[src/rtl/jdp_pkg.sv]
// shared types, register codes and constants for the drive packet block
package jdp_pkg;

  localparam int unsigned LIMIT_W  = 7;
  localparam int unsigned DB_W     = 7;
  localparam int unsigned BYTE_W   = 8;
  localparam int unsigned ADC_W    = 12;
  localparam int unsigned FLAGS_W  = 6;
  localparam int unsigned CFG_IDX_W = 3;
  localparam int unsigned MODE_W   = 2;
  localparam int unsigned PROD_W   = BYTE_W + LIMIT_W;

  // floor(x / 100) == (x * RECIP_100) >> RECIP_SHIFT for every x below 2**PROD_W
  localparam int unsigned RECIP_W     = 13;
  localparam int unsigned RECIP_SHIFT = 19;
  localparam logic [RECIP_W-1:0] RECIP_100 = 13'd5243;
  localparam int unsigned QUOT_W = PROD_W + RECIP_W;

  localparam logic [LIMIT_W-1:0] NORMAL_LIMIT_RST = 7'd70;
  localparam logic [LIMIT_W-1:0] TURBO_LIMIT_RST  = 7'd100;
  localparam logic [DB_W-1:0]    DEADBAND_RST     = 7'd30;
  localparam logic [BYTE_W-1:0]  STICK_CENTER_RST = 8'd127;
  localparam logic [BYTE_W-1:0]  ANALOG_ID_RST    = 8'd140;

  localparam logic [BYTE_W-1:0]  BYTE_MAX = 8'hFF;

  // button bit positions in the action byte
  localparam int unsigned BTN_L1     = 2;
  localparam int unsigned BTN_R1     = 3;
  localparam int unsigned BTN_TRI    = 4;
  localparam int unsigned BTN_CIRC   = 5;
  localparam int unsigned BTN_CROSS  = 6;
  localparam int unsigned BTN_SQUARE = 7;

  typedef enum logic [CFG_IDX_W-1:0] {
    CFG_NORMAL_LIMIT = 3'd0,
    CFG_TURBO_LIMIT  = 3'd1,
    CFG_DEADBAND     = 3'd2,
    CFG_STICK_CENTER = 3'd3,
    CFG_ANALOG_ID    = 3'd4
  } cfg_idx_t;

  typedef enum logic [MODE_W-1:0] {
    MODE_STEP   = 2'd0,
    MODE_EXP    = 2'd1,
    MODE_LINEAR = 2'd2
  } drive_mode_t;

  typedef struct packed {
    logic fwd;
    logic rev;
  } dir_pair_t;

  typedef struct packed {
    dir_pair_t           pair;
    logic [BYTE_W-1:0]   speed;
  } lane_res_t;

  typedef struct packed {
    logic                match;
    logic [LIMIT_W-1:0]  limit;
    logic [MODE_W-1:0]   mode;
    logic [BYTE_W-1:0]   sensor;
  } side_t;

endpackage

[src/rtl/jdp_if.sv]
// valid/ready channel interfaces for poll frames and drive packets
interface jdp_in_if;
  logic        valid;
  logic        ready;
  logic [7:0]  pad_status;
  logic [7:0]  action_buttons;
  logic [7:0]  left_stick_y;
  logic [7:0]  right_stick_y;
  logic [11:0] adc_sample;

  modport source (output valid, pad_status, action_buttons, left_stick_y,
                  right_stick_y, adc_sample, input ready);
  modport sink   (input valid, pad_status, action_buttons, left_stick_y,
                  right_stick_y, adc_sample, output ready);
endinterface

interface jdp_out_if;
  logic       valid;
  logic       ready;
  logic       resync_needed;
  logic [6:0] limit_byte;
  logic [7:0] speed_a;
  logic [7:0] speed_b;
  logic [5:0] direction_flags;
  logic [7:0] sensor_byte;

  modport source (output valid, resync_needed, limit_byte, speed_a, speed_b,
                  direction_flags, sensor_byte, input ready);
  modport sink   (input valid, resync_needed, limit_byte, speed_a, speed_b,
                  direction_flags, sensor_byte, output ready);
endinterface

[src/rtl/jdp_lane.sv]
// one stick lane: deadband classification, magnitude, limit scaling
module jdp_lane
  import jdp_pkg::*;
(
  input  logic               clk,
  input  logic               en1,
  input  logic               en2,
  input  logic [BYTE_W-1:0]  stick,
  input  logic [BYTE_W-1:0]  center,
  input  logic [DB_W-1:0]    deadband,
  input  logic               inverted,
  input  logic [LIMIT_W-1:0] limit_s1,
  output lane_res_t          res
);

  logic signed [BYTE_W:0] off;
  logic signed [BYTE_W:0] db_pos;
  logic [BYTE_W-1:0]      abs_off;
  logic [BYTE_W-1:0]      mag;
  logic                   pos, neg, fwd;
  dir_pair_t              pair;

  dir_pair_t              pair_s1_r, pair_s2_r;
  logic [BYTE_W-1:0]      mag_s1_r;
  logic [PROD_W-1:0]      prod_s2_r;
  logic [QUOT_W-1:0]      quot;
  logic [QUOT_W-RECIP_SHIFT-1:0] speed_wide;

  always_comb begin
    off     = $signed({1'b0, stick}) - $signed({1'b0, center});
    db_pos  = $signed({2'b00, deadband});
    abs_off = off[BYTE_W] ? BYTE_W'(-off) : off[BYTE_W-1:0];
    // doubled magnitude saturates once the top bit would shift out
    mag     = abs_off[BYTE_W-1] ? BYTE_MAX : {abs_off[BYTE_W-2:0], 1'b0};
    pos     = off > db_pos;
    neg     = off < -db_pos;
    fwd     = inverted ? pos : neg;
    pair.fwd = fwd;
    pair.rev = ~fwd;
  end

  always_ff @(posedge clk) begin
    if (en1) begin
      pair_s1_r <= pair;
      mag_s1_r  <= mag;
    end
    if (en2) begin
      pair_s2_r <= pair_s1_r;
      prod_s2_r <= PROD_W'(mag_s1_r * limit_s1);
    end
  end

  always_comb begin
    quot       = QUOT_W'(prod_s2_r) * QUOT_W'(RECIP_100);
    speed_wide = quot[QUOT_W-1:RECIP_SHIFT];
    res.pair   = pair_s2_r;
    res.speed  = (speed_wide > (QUOT_W-RECIP_SHIFT)'(BYTE_MAX)) ? BYTE_MAX
                                                                : speed_wide[BYTE_W-1:0];
  end

endmodule

[src/rtl/jdp_merge.sv]
// output register: joins both lanes and the frame side data into one packet
module jdp_merge
  import jdp_pkg::*;
(
  input  logic                clk,
  input  logic                en,
  input  side_t               side,
  input  lane_res_t           lane_a,
  input  lane_res_t           lane_b,
  output logic                resync_needed,
  output logic [LIMIT_W-1:0]  limit_byte,
  output logic [BYTE_W-1:0]   speed_a,
  output logic [BYTE_W-1:0]   speed_b,
  output logic [FLAGS_W-1:0]  direction_flags,
  output logic [BYTE_W-1:0]   sensor_byte
);

  logic                resync_r;
  logic [LIMIT_W-1:0]  limit_r;
  logic [BYTE_W-1:0]   speed_a_r, speed_b_r, sensor_r;
  logic [FLAGS_W-1:0]  flags_r;
  logic [FLAGS_W-1:0]  flags_nxt;

  assign flags_nxt = {lane_b.pair.rev, lane_b.pair.fwd, lane_a.pair.rev,
                      side.mode[1], side.mode[0], lane_a.pair.fwd};

  always_ff @(posedge clk) begin
    if (en) begin
      resync_r  <= ~side.match;
      limit_r   <= side.match ? side.limit   : '0;
      speed_a_r <= side.match ? lane_a.speed : '0;
      speed_b_r <= side.match ? lane_b.speed : '0;
      flags_r   <= side.match ? flags_nxt    : '0;
      sensor_r  <= side.match ? side.sensor  : '0;
    end
  end

  assign resync_needed   = resync_r;
  assign limit_byte      = limit_r;
  assign speed_a         = speed_a_r;
  assign speed_b         = speed_b_r;
  assign direction_flags = flags_r;
  assign sensor_byte     = sensor_r;

endmodule

[src/rtl/joystick_to_drive_packet_unit.sv]
// top level: gamepad poll frame in, five-byte drive packet out
// an accepted poll beat passes stage one, stage two and the output register in turn
// throughput: one frame per cycle unless out_if.ready stalls; each of the three stages
//   advances if the next has room; magnitude times limit and /100 are in separate stages
// reset (rst_n low, synchronous): pipeline emptied, flip cleared, mode linear,
//   configuration registers back to their defaults
module joystick_to_drive_packet_unit
  import jdp_pkg::*;
(
  input  logic                 clk,
  input  logic                 rst_n,
  jdp_in_if.sink               in_if,
  jdp_out_if.source            out_if,
  input  logic                 cfg_we,
  input  logic [CFG_IDX_W-1:0] cfg_idx,
  input  logic [BYTE_W-1:0]    cfg_data
);

  // configuration registers
  logic [LIMIT_W-1:0] normal_limit_r, turbo_limit_r;
  logic [DB_W-1:0]    deadband_r;
  logic [BYTE_W-1:0]  stick_center_r, analog_id_r;

  always_ff @(posedge clk) begin
    if (!rst_n) begin
      normal_limit_r <= NORMAL_LIMIT_RST;
      turbo_limit_r  <= TURBO_LIMIT_RST;
      deadband_r     <= DEADBAND_RST;
      stick_center_r <= STICK_CENTER_RST;
      analog_id_r    <= ANALOG_ID_RST;
    end else if (cfg_we) begin
      case (cfg_idx)
        CFG_NORMAL_LIMIT: normal_limit_r <= cfg_data[LIMIT_W-1:0];
        CFG_TURBO_LIMIT:  turbo_limit_r  <= cfg_data[LIMIT_W-1:0];
        CFG_DEADBAND:     deadband_r     <= cfg_data[DB_W-1:0];
        CFG_STICK_CENTER: stick_center_r <= cfg_data;
        CFG_ANALOG_ID:    analog_id_r    <= cfg_data;
        default: ;  // unknown index, write dropped
      endcase
    end
  end

  // pipeline occupancy; each stage moves when its successor has room
  logic v1_r, v2_r, v3_r;
  logic en1, en2, en3, accept;

  assign en3    = ~v3_r | out_if.ready;
  assign en2    = ~v2_r | en3;
  assign en1    = ~v1_r | en2;
  assign accept = in_if.valid & en1;

  assign in_if.ready  = en1;
  assign out_if.valid = v3_r;

  always_ff @(posedge clk) begin
    if (!rst_n) begin
      v1_r <= 1'b0;
      v2_r <= 1'b0;
      v3_r <= 1'b0;
    end else begin
      if (en1) v1_r <= in_if.valid;
      if (en2) v2_r <= v1_r;
      if (en3) v3_r <= v2_r;
    end
  end

  // button handling on the incoming beat: square, then triangle, then circle
  logic               match;
  logic [7:0]         btn;
  logic [LIMIT_W-1:0] limit;
  logic [MODE_W-1:0]  mode_r, mode_nxt;
  logic               flip_r, flip_nxt;

  assign btn   = in_if.action_buttons;
  assign match = (in_if.pad_status == analog_id_r);
  assign limit = (btn[BTN_L1] | btn[BTN_R1]) ? turbo_limit_r : normal_limit_r;

  always_comb begin
    mode_nxt = mode_r;
    if (btn[BTN_SQUARE]) mode_nxt = MODE_STEP;
    if (btn[BTN_TRI])    mode_nxt = MODE_LINEAR;
    if (btn[BTN_CIRC])   mode_nxt = MODE_EXP;
    flip_nxt = flip_r ^ btn[BTN_CROSS];
  end

  // drive state only moves on a beat whose status byte matched
  always_ff @(posedge clk) begin
    if (!rst_n) begin
      mode_r <= MODE_LINEAR;
      flip_r <= 1'b0;
    end else if (accept && match) begin
      mode_r <= mode_nxt;
      flip_r <= flip_nxt;
    end
  end

  // frame side data travels alongside the lanes
  side_t side_in, side_s1_r, side_s2_r;

  always_comb begin
    side_in.match  = match;
    side_in.limit  = limit;
    side_in.mode   = mode_nxt;
    side_in.sensor = in_if.adc_sample[ADC_W-1:ADC_W-BYTE_W];
  end

  always_ff @(posedge clk) begin
    if (en1) side_s1_r <= side_in;
    if (en2) side_s2_r <= side_s1_r;
  end

  // flip swaps the sticks between the two lanes and inverts the sense
  logic [BYTE_W-1:0] stick_a, stick_b;
  assign stick_a = flip_nxt ? in_if.right_stick_y : in_if.left_stick_y;
  assign stick_b = flip_nxt ? in_if.left_stick_y  : in_if.right_stick_y;

  lane_res_t res_a, res_b;

  jdp_lane u_lane_a (
    .clk      (clk),
    .en1      (en1),
    .en2      (en2),
    .stick    (stick_a),
    .center   (stick_center_r),
    .deadband (deadband_r),
    .inverted (flip_nxt),
    .limit_s1 (side_s1_r.limit),
    .res      (res_a)
  );

  jdp_lane u_lane_b (
    .clk      (clk),
    .en1      (en1),
    .en2      (en2),
    .stick    (stick_b),
    .center   (stick_center_r),
    .deadband (deadband_r),
    .inverted (flip_nxt),
    .limit_s1 (side_s1_r.limit),
    .res      (res_b)
  );

  // output stage, a mismatched status gives an all-zero packet with resync set
  jdp_merge u_merge (
    .clk             (clk),
    .en              (en3),
    .side            (side_s2_r),
    .lane_a          (res_a),
    .lane_b          (res_b),
    .resync_needed   (out_if.resync_needed),
    .limit_byte      (out_if.limit_byte),
    .speed_a         (out_if.speed_a),
    .speed_b         (out_if.speed_b),
    .direction_flags (out_if.direction_flags),
    .sensor_byte     (out_if.sensor_byte)
  );

endmodule
[src/flat_wrapper.sv]
// flat-port wrapper written by rule: the top's interface ports become plain ports
module joystick_to_drive_packet_unit_flat import jdp_pkg::*;
  (clk, rst_n, cfg_we, cfg_idx, cfg_data, in_if_valid, in_if_pad_status, in_if_action_buttons, in_if_left_stick_y, in_if_right_stick_y, in_if_adc_sample, in_if_ready, out_if_valid, out_if_resync_needed, out_if_limit_byte, out_if_speed_a, out_if_speed_b, out_if_direction_flags, out_if_sensor_byte, out_if_ready);
  jdp_in_if in_if_i ();
  jdp_out_if out_if_i ();
  input  logic clk;
  input  logic rst_n;
  input  logic cfg_we;
  input  logic [CFG_IDX_W-1:0] cfg_idx;
  input  logic [BYTE_W-1:0] cfg_data;
  input wire logic [$bits(in_if_i.valid)-1:0] in_if_valid;
  input wire logic [$bits(in_if_i.pad_status)-1:0] in_if_pad_status;
  input wire logic [$bits(in_if_i.action_buttons)-1:0] in_if_action_buttons;
  input wire logic [$bits(in_if_i.left_stick_y)-1:0] in_if_left_stick_y;
  input wire logic [$bits(in_if_i.right_stick_y)-1:0] in_if_right_stick_y;
  input wire logic [$bits(in_if_i.adc_sample)-1:0] in_if_adc_sample;
  output wire logic [$bits(in_if_i.ready)-1:0] in_if_ready;
  output wire logic [$bits(out_if_i.valid)-1:0] out_if_valid;
  output wire logic [$bits(out_if_i.resync_needed)-1:0] out_if_resync_needed;
  output wire logic [$bits(out_if_i.limit_byte)-1:0] out_if_limit_byte;
  output wire logic [$bits(out_if_i.speed_a)-1:0] out_if_speed_a;
  output wire logic [$bits(out_if_i.speed_b)-1:0] out_if_speed_b;
  output wire logic [$bits(out_if_i.direction_flags)-1:0] out_if_direction_flags;
  output wire logic [$bits(out_if_i.sensor_byte)-1:0] out_if_sensor_byte;
  input wire logic [$bits(out_if_i.ready)-1:0] out_if_ready;
  assign in_if_i.valid = in_if_valid;
  assign in_if_i.pad_status = in_if_pad_status;
  assign in_if_i.action_buttons = in_if_action_buttons;
  assign in_if_i.left_stick_y = in_if_left_stick_y;
  assign in_if_i.right_stick_y = in_if_right_stick_y;
  assign in_if_i.adc_sample = in_if_adc_sample;
  assign in_if_ready = in_if_i.ready;
  assign out_if_valid = out_if_i.valid;
  assign out_if_resync_needed = out_if_i.resync_needed;
  assign out_if_limit_byte = out_if_i.limit_byte;
  assign out_if_speed_a = out_if_i.speed_a;
  assign out_if_speed_b = out_if_i.speed_b;
  assign out_if_direction_flags = out_if_i.direction_flags;
  assign out_if_sensor_byte = out_if_i.sensor_byte;
  assign out_if_i.ready = out_if_ready;
  joystick_to_drive_packet_unit u_core (.clk(clk), .rst_n(rst_n), .in_if(in_if_i), .out_if(out_if_i), .cfg_we(cfg_we), .cfg_idx(cfg_idx), .cfg_data(cfg_data));
endmodule
[config.mk]
export PLATFORM = sky130hd
export DESIGN_NAME = joystick_to_drive_packet_unit_flat
export DESIGN_NICKNAME = d
export VERILOG_FILES = /design/src/rtl/jdp_pkg.sv /design/src/rtl/jdp_if.sv /design/src/rtl/jdp_lane.sv /design/src/rtl/jdp_merge.sv /design/src/rtl/joystick_to_drive_packet_unit.sv /design/src/flat_wrapper.sv
export SDC_FILE = /design/constraint.sdc
export NUM_CORES = 1
export LEC_CHECK = 0
export ABC_AREA = 1
export BUFFER_PORTS_ARGS = -buffer_cell sky130_fd_sc_hd__buf_2
export CAP_MARGIN = 20
export CORE_MARGIN = 2
export CORE_UTILIZATION = 30
export CTS_CLUSTER_DIAMETER = 100
export CTS_CLUSTER_SIZE = 10
export DETAILED_ROUTE_END_ITERATION = 16
export GPL_TIMING_DRIVEN = 0
export PLACE_DENSITY = 0.56
export SLEW_MARGIN = 20
export SYNTH_ARGS = -nofsm -noshare
export SYNTH_HDL_FRONTEND = slang
export SYNTH_SLANG_ARGS = --single-unit
[constraint.sdc]
create_clock -name clk -period 9.17 [get_ports clk]
set_input_delay 0.4585 -clock clk [delete_from_list [all_inputs] [get_ports clk]]
set_output_delay 0.4585 -clock clk [all_outputs]
set_load 0.05 [all_outputs]
==> results by group, run 1 <==
Synth
  • Area share of the largest cell type after synthesis: 19.9%
  • Seq/Total Area, Yosys: 23.6%
  • Post-synth EDFFs: 128
  • Post-synth top area cell: fa_1
  • Multiplexer share of the synthesized area: 0.396%
  • Synth Area in Adders: 39.7%
  • Synth warnings: 0
  • Synth Area in Compound Gates: 6.07%
  • Synth cell count leaders: inv_1, nand2_1, ha_1
  • Syn Area/Cell: 8.53 sq um
  • Synth async-reset ratio: 0%
  • Synth Cell Area: 19900 sq um
  • Mapped Nets: 2910
  • Yosys cell types: 43
  • Simple-Gate Fraction of Synth Area: 17.3%
  • XOR/XNOR share of the synthesized area: 1.98%
  • Most area-consuming cells after synthesis: fa_1, ha_1, edfxtp_1, inv_1, nand2_1
  • #FFs+latches synth: 171
  • Count leader, synth: inv_1
  • Top_reg_cell synth: edfxtp_1
  • Gate Count Post-Synth: 2337
  • Largest family of logic cells by synthesized area: adder cells

Route
  • DRC viols: 0
  • Drt first pass iters: 5
  • Post-DR wirelength/cell: 12.9 microns
  • Via count: 14500
  • Via/cell ratio: 4.35
  • DR iter-0 viols: 643
  • Drt total wl: 42.9 mm
  • DRT antenna net count: 0

Timing
  • Final Cycle Share: 54.0%
  • FMAX: 202 MHz
  • Final setup TNS: 0 ps
  • Slew headroom: 50.0%
  • Unrepaired setup endpoints after global routing: false
  • Worst-margin pin slew: 747 ps
  • # setup viols final: 0
  • Clock skew: 14.5 ps
  • Hold Fails Final Rpt: 0
  • Min cycle time layout: 4950 ps
  • Max Slew Vio Count: 0

Critical path
  • CP cell instances: clkbuf_1, clkbuf_1, nand2_1, fa_1, fa_1, inv_1, fa_1, fa_1, ha_1, nand2_1, nor2_1, a21oi_1, or2_1, a21oi_1, xor2_1
  • Crit path DAT: 5150 ps
  • R2R Path Start: u_core.side_s1_r[12]
  • Worst-case reg-to-reg path depth: 15
  • Most used cell, CP: fa_1
  • CP max FO: 10
  • CP endpoint kind: flip-flop
  • Worst R2R Setup Slack: 4220 ps
  • Required @ worst endpoint: 9370 ps
  • CP max stage cell: fa_1
  • Worst flop-to-flop path endpoint: u_core.u_lane_b.prod_s2_r[12]
  • Worst setup SP type: flip-flop
  • Worst setup path startpoint: u_core.side_s1_r[12]
  • CP Class: flip-flop to flip-flop
  • Max incr delay on CP: 540 ps

Die
  • Row count: 94
  • Die area: 68500 sq um
  • Die Wd: 262 microns
  • CORE AREA: 65700 sq um
  • Die H: 262 microns
  • Io pins: 100
  • Initial Utilization: 30.3%

CTS
  • Max clock buf depth: 2
  • Clock Sinks: 171
  • CTS H-tree depth: 4
  • CTS tree: yes
  • Resized cells post-CTS: 0
  • Cts bufs inserted: 17
  • Count of hold buffers inserted by post-cts repair: 0
  • Root Driver: clkbuf_16
  • CTS clock-pin slew for the worst setup and hold paths: 80 ps
  • Post-CTS Setup Inserts: 0
  • Clk_lat worst skew: 460 ps

Min path
  • Hold Crit Class: input pin to flip-flop
  • Hold EP: u_core.side_s1_r[0]
  • Hold Path Depth: 1
  • Min-delay src: in_if_adc_sample[4]

Layout
  • Final #Nets: 3023
  • Post-route cell area: 22100 sq um
  • Area delta synth->final: 10.9%
  • Layout cells sized above 1: 7.31%
  • N_diodes: 0

Job
  • MaxCap Viol Count: 0

Place
  • DP HPWL: 36.5 mm
  • RePlAce Congestion: 0.890
  • PortBufs: 92
  • Placed Area: 21500 sq um

Global routing
  • Global route total overflow: 0
  • Vias in the first global route: 14700
  • Initial antenna violation count: 0
  • Largest net degree at the start of global routing: 53
  • First-pass GRT wire length: 73.1 mm
  • Gr usage total: 13.2%

Run status
  • Run status: finished clean
-- layout by cell type, fill, tap and decap left out, types with 39 or more instances in the layout --
cell      netlist  final
inv_1         545    544
nand2_1       492    490
ha_1          315    315
fa_1          198    198
edfxtp_1      128    128
nor2_1        124    124
a21oi_1       110    110
buf_2           0     92
nand3_1        86     86
o21ai_0        69     69
dfxtp_1        43     43
nand4_1        39     39
-- how the worst max path moves through the flow --
stage	cells after the start	to	slack [ps]
final	15	u_core.u_lane_b.prod_s2_r[12]	4220
after global routing	15	u_core.u_lane_b.prod_s2_r[12]	3930
after CTS	15	u_core.u_lane_b.prod_s2_r[12]	4230
after detailed placement	15	u_core.u_lane_b.prod_s2_r[12]	4250
after global placement	15	u_core.u_lane_b.prod_s2_r[12]	4200
after floorplan	21	u_core.u_merge.speed_b[1]	4770
-- through the flow --
stage	hold slack, ps	worst slack [ps]	cells	util (%)
2_1_floorplan	400	4770	2337	-
3_3_place_gp	401	4200	3293	32.7
3_5_place_dp	405	4250	3295	32.7
4_1_cts	138	4230	3327	33.6
5_1_grt	144	3930	3327	33.6
6_report	169	4220	3327	33.6
-- state kept, by name, indices dropped and copies added (netlist names), 2 cells and up --
name and count:
u_core.u_lane_b.pair_s1_r 2, u_core.u_lane_a.res 2, u_core.u_merge.speed_b 8, u_core.normal_limit_r 7, u_core.u_lane_a.pair_s1_r 2, u_core.side_s2_r 18
u_core.u_lane_a.mag_s1_r 8, u_core.deadband_r 7, u_core.u_merge.speed_a 8, u_core.u_lane_b.prod_s2_r 15, u_core.u_lane_b.mag_s1_r 8, u_core.u_lane_a.prod_s2_r 15
u_core.turbo_limit_r 7, u_core.stick_center_r 8, u_core.u_merge.direction_flags 6, u_core.mode_r 2, u_core.u_merge.sensor_byte 8, u_core.side_s1_r 18
u_core.analog_id_r 8, u_core.u_lane_b.res 2, u_core.u_merge.limit_byte 7
-- layer usage --
metal  GRT usage [%]  wire length, microns  vias to the layer above
met5               0                     0                        -
met2            22.6                 20500                      173
met4            2.04                   419                        0
met1            17.9                 21000                     6677
met3            1.87                  1040                       26
li1                -                     -                     7608
-- cell families (layout without fill, tap and decap cells) --
logic type,count (synthesis),count (layout)
multiplexers,7,7
buffers and inverters,580,706
flip-flops,171,171
AND/OR/NAND/NOR,800,800
XOR/XNOR,45,45
AO/OA/AOI/OAI,221,221
adder cells (fa/ha/maj),513,513
-- cell type report --
class	count	area [sq um]
buffer	25	93.8
clock buffer	19	447
clock inverter	13	126
fill	6888	43600
inverter	555	2090
multi-input combinational	1586	13100
sequential	171	4700
tap	864	1080
timing repair buffer	94	508
-- worst max-delay path, delay by kind of cell, from the launching register on --
family,cells,cell delay (ps)
buffers and inverters,3,910
and+or+nand+nor,4,660
adders and majority gates,5,2360
DFF,1,370
xor gates and xnor gates,1,90
AOI/OAI and AO/OA,2,300
Power of run 1 is left out: the tool's default activity adds up to more than one toggle a clock period on the data nets, which glitch-free logic cannot reach.
==> inputs of run 2 (changes only) <==
==> constraint.sdc (replaced) <==
create_clock -name clk -period 5.15 [get_ports clk]
set_input_delay 0.2575 -clock clk [delete_from_list [all_inputs] [get_ports clk]]
set_output_delay 0.2575 -clock clk [all_outputs]
set_load 0.05 [all_outputs]
==> results by group, run 2 (synthesis gave the netlist of run 1 again) <==
Run status
  • Run status: finished clean

Place
  • RePlAce Congestion: 0.890 (unchanged)
  • PortBufs: 92 (unchanged)
  • DP HPWL: 36.5 mm (unchanged)

CTS
  • Root Driver: clkbuf_16
  • Max clock buf depth: 2 (unchanged)
  • Clock Sinks: 171 (unchanged)
  • Clk_lat worst skew: 460 ps (about the same)
  • Cts bufs inserted: 17 (unchanged)
  • CTS H-tree depth: 4 (unchanged)
  • CTS tree: yes
  • CTS clock-pin slew for the worst setup and hold paths: 70 ps (about the same)

Route
  • Drt first pass iters: 7 (+2)
  • Drt total wl: 43.1 mm (+0.26%)
  • Via count: 14500 (+0.43%)
  • DRT antenna net count: 0 (unchanged)
  • DR iter-0 viols: 597 (-7.2%)
  • Via/cell ratio: 4.36 (about the same)
  • DRC viols: 0 (unchanged)
  • Post-DR wirelength/cell: 12.9 microns (-0.10%)

Critical path
  • Worst setup SP type: flip-flop
  • Crit path DAT: 5060 ps (-90 ps)
  • CP cell instances: clkbuf_1, clkbuf_1, nand2_1, fa_1, fa_1, fa_1, inv_1, fa_1, ha_1, nand2_1, nor2_1, a21oi_1, or2_1, a21oi_1, xor2_1
  • CP endpoint kind: flip-flop
  • CP max stage cell: fa_1
  • CP Class: flip-flop to flip-flop
  • Required @ worst endpoint: 5350 ps (-4020 ps)
  • Max incr delay on CP: 580 ps (+40 ps)
  • Most used cell, CP: fa_1
  • CP max FO: 10 (unchanged)

Timing
  • Slew headroom: 51.5% (+1.4 points)
  • Max Slew Vio Count: 0 (unchanged)
  • FMAX: 206 MHz (+2.0%)
  • Worst-margin pin slew: 725 ps (-21.5 ps)
  • Unrepaired setup endpoints after global routing: false
  • Clock skew: 14.4 ps (-0.150 ps)
  • Final Cycle Share: 94.3% (+40 points)
  • Min cycle time layout: 4860 ps (-96.2 ps)
  • Hold Fails Final Rpt: 0 (unchanged)
  • # setup viols final: 0 (unchanged)
  • Final setup TNS: 0 ps (unchanged)

Global routing
  • Met1 Use GR: 18.0% (+0.041 points)
  • Initial antenna violation count: 0 (unchanged)
  • Global route total overflow: 0 (unchanged)
  • Largest net degree at the start of global routing: 53 (unchanged)
  • First-pass GRT wire length: 73.2 mm (+0.23%)
  • GRT met3 Usage: 1.87% (unchanged)
  • Top Usage Layer GRT: met2
  • Vias in the first global route: 14700 (+0.28%)
  • Gr usage total: 13.2% (+0.028 points)
  • Met2 Usage GRT: 22.6% (about the same)

Job
  • MaxCap Viol Count: 0 (unchanged)

Die
  • Die H: 262 microns (unchanged)
  • Die Wd: 262 microns (unchanged)
  • Io pins: 100 (unchanged)
  • Row count: 94 (unchanged)
  • CORE AREA: 65700 sq um (unchanged)
  • Initial Utilization: 30.3% (unchanged)
  • Die area: 68500 sq um (unchanged)

Layout
  • Most common cell after layout, fill and taps aside: inv_1
  • Largest regs: u_core.side_s1_r: 18 flops, u_core.side_s2_r: 18 flops
  • Filler Cell Count: 6875 (-0.19%)
  • Final #Nets: 3035 (+0.40%)
  • N_diodes: 0 (unchanged)
  • Area delta synth->final: 11.5%
  • Layout cells sized above 1: 7.56% (+0.25 points)
  • Commonest cells after routing, fill and taps aside: inv_1, nand2_1, ha_1

Min path
  • Hold Crit Class: input pin to flip-flop
[run 2: what timing repair did]
item	4_1_cts	5_1_grt
endpoints found under the hold margin	8	0
hold buffers	8	0
endpoints found under the setup margin	0	3
resized for setup	0	5
setup buffers	0	4
[run 2: final cells by class]
| type | instances | area (sq um) | share of cell area [%] |
|---|---|---|---|
| multi-input combinational | 1586 | 13100 | 58.8 |
| clock inverter | 13 | 126 | 0.569 |
| tap | 864 | 1080 | 4.87 |
| sequential | 171 | 4700 | 21.2 |
| clock buffer | 19 | 447 | 2.01 |
| timing repair buffer | 106 | 618 | 2.78 |
| inverter | 555 | 2090 | 9.39 |
| buffer | 25 | 96.3 | 0.434 |
[run 2: stage by stage]
stage                     area, sq um  std cells  hold WS (ps)  util (%)  worst slack (ps)
after floorplan                 19900       2337           356         -               754
after global placement          21500       3293           401      32.7               185
after detailed placement        21500       3295           405      32.7               230
after CTS                       22200       3335          17.6      33.7               209
after global routing            22200       3339          35.8      33.8              23.3
final                           22200       3339          43.7      33.8               293
[run 2: path summary, 6_finish.rpt]
kind                                startpoint  depth (start not counted)                       endpoint  slack [ps]
hold / removal                     cfg_data[7]                          3          u_core.analog_id_r[7]          40
hold reg to reg   u_core.u_lane_b.pair_s1_r[1]                          0         u_core.u_lane_b.res[9]         420
setup reg to reg          u_core.side_s1_r[14]                         15  u_core.u_lane_b.prod_s2_r[12]         290
setup / recovery          u_core.side_s1_r[14]                         15  u_core.u_lane_b.prod_s2_r[12]         290
[run 2: critical path: cells and delay by family (launching register included)]
| family | cells | cell delay, ps |
|---|---|---|
| AOI/OAI and AO/OA | 2 | 300 |
| DFF | 1 | 410 |
| adders and majority gates | 5 | 2320 |
| buffers and inverters | 3 | 820 |
| and+or+nand+nor | 4 | 660 |
| xor gates and xnor gates | 1 | 90 |
[run 2: per-layer routing]
layer  vias up  routed length, microns
met3        24                    1040
li1       7639                       -
met1      6717                   21100
met4         0                     387
met2       167                   20600
met5         -                       0
Power of run 2 is left out for the same reason.
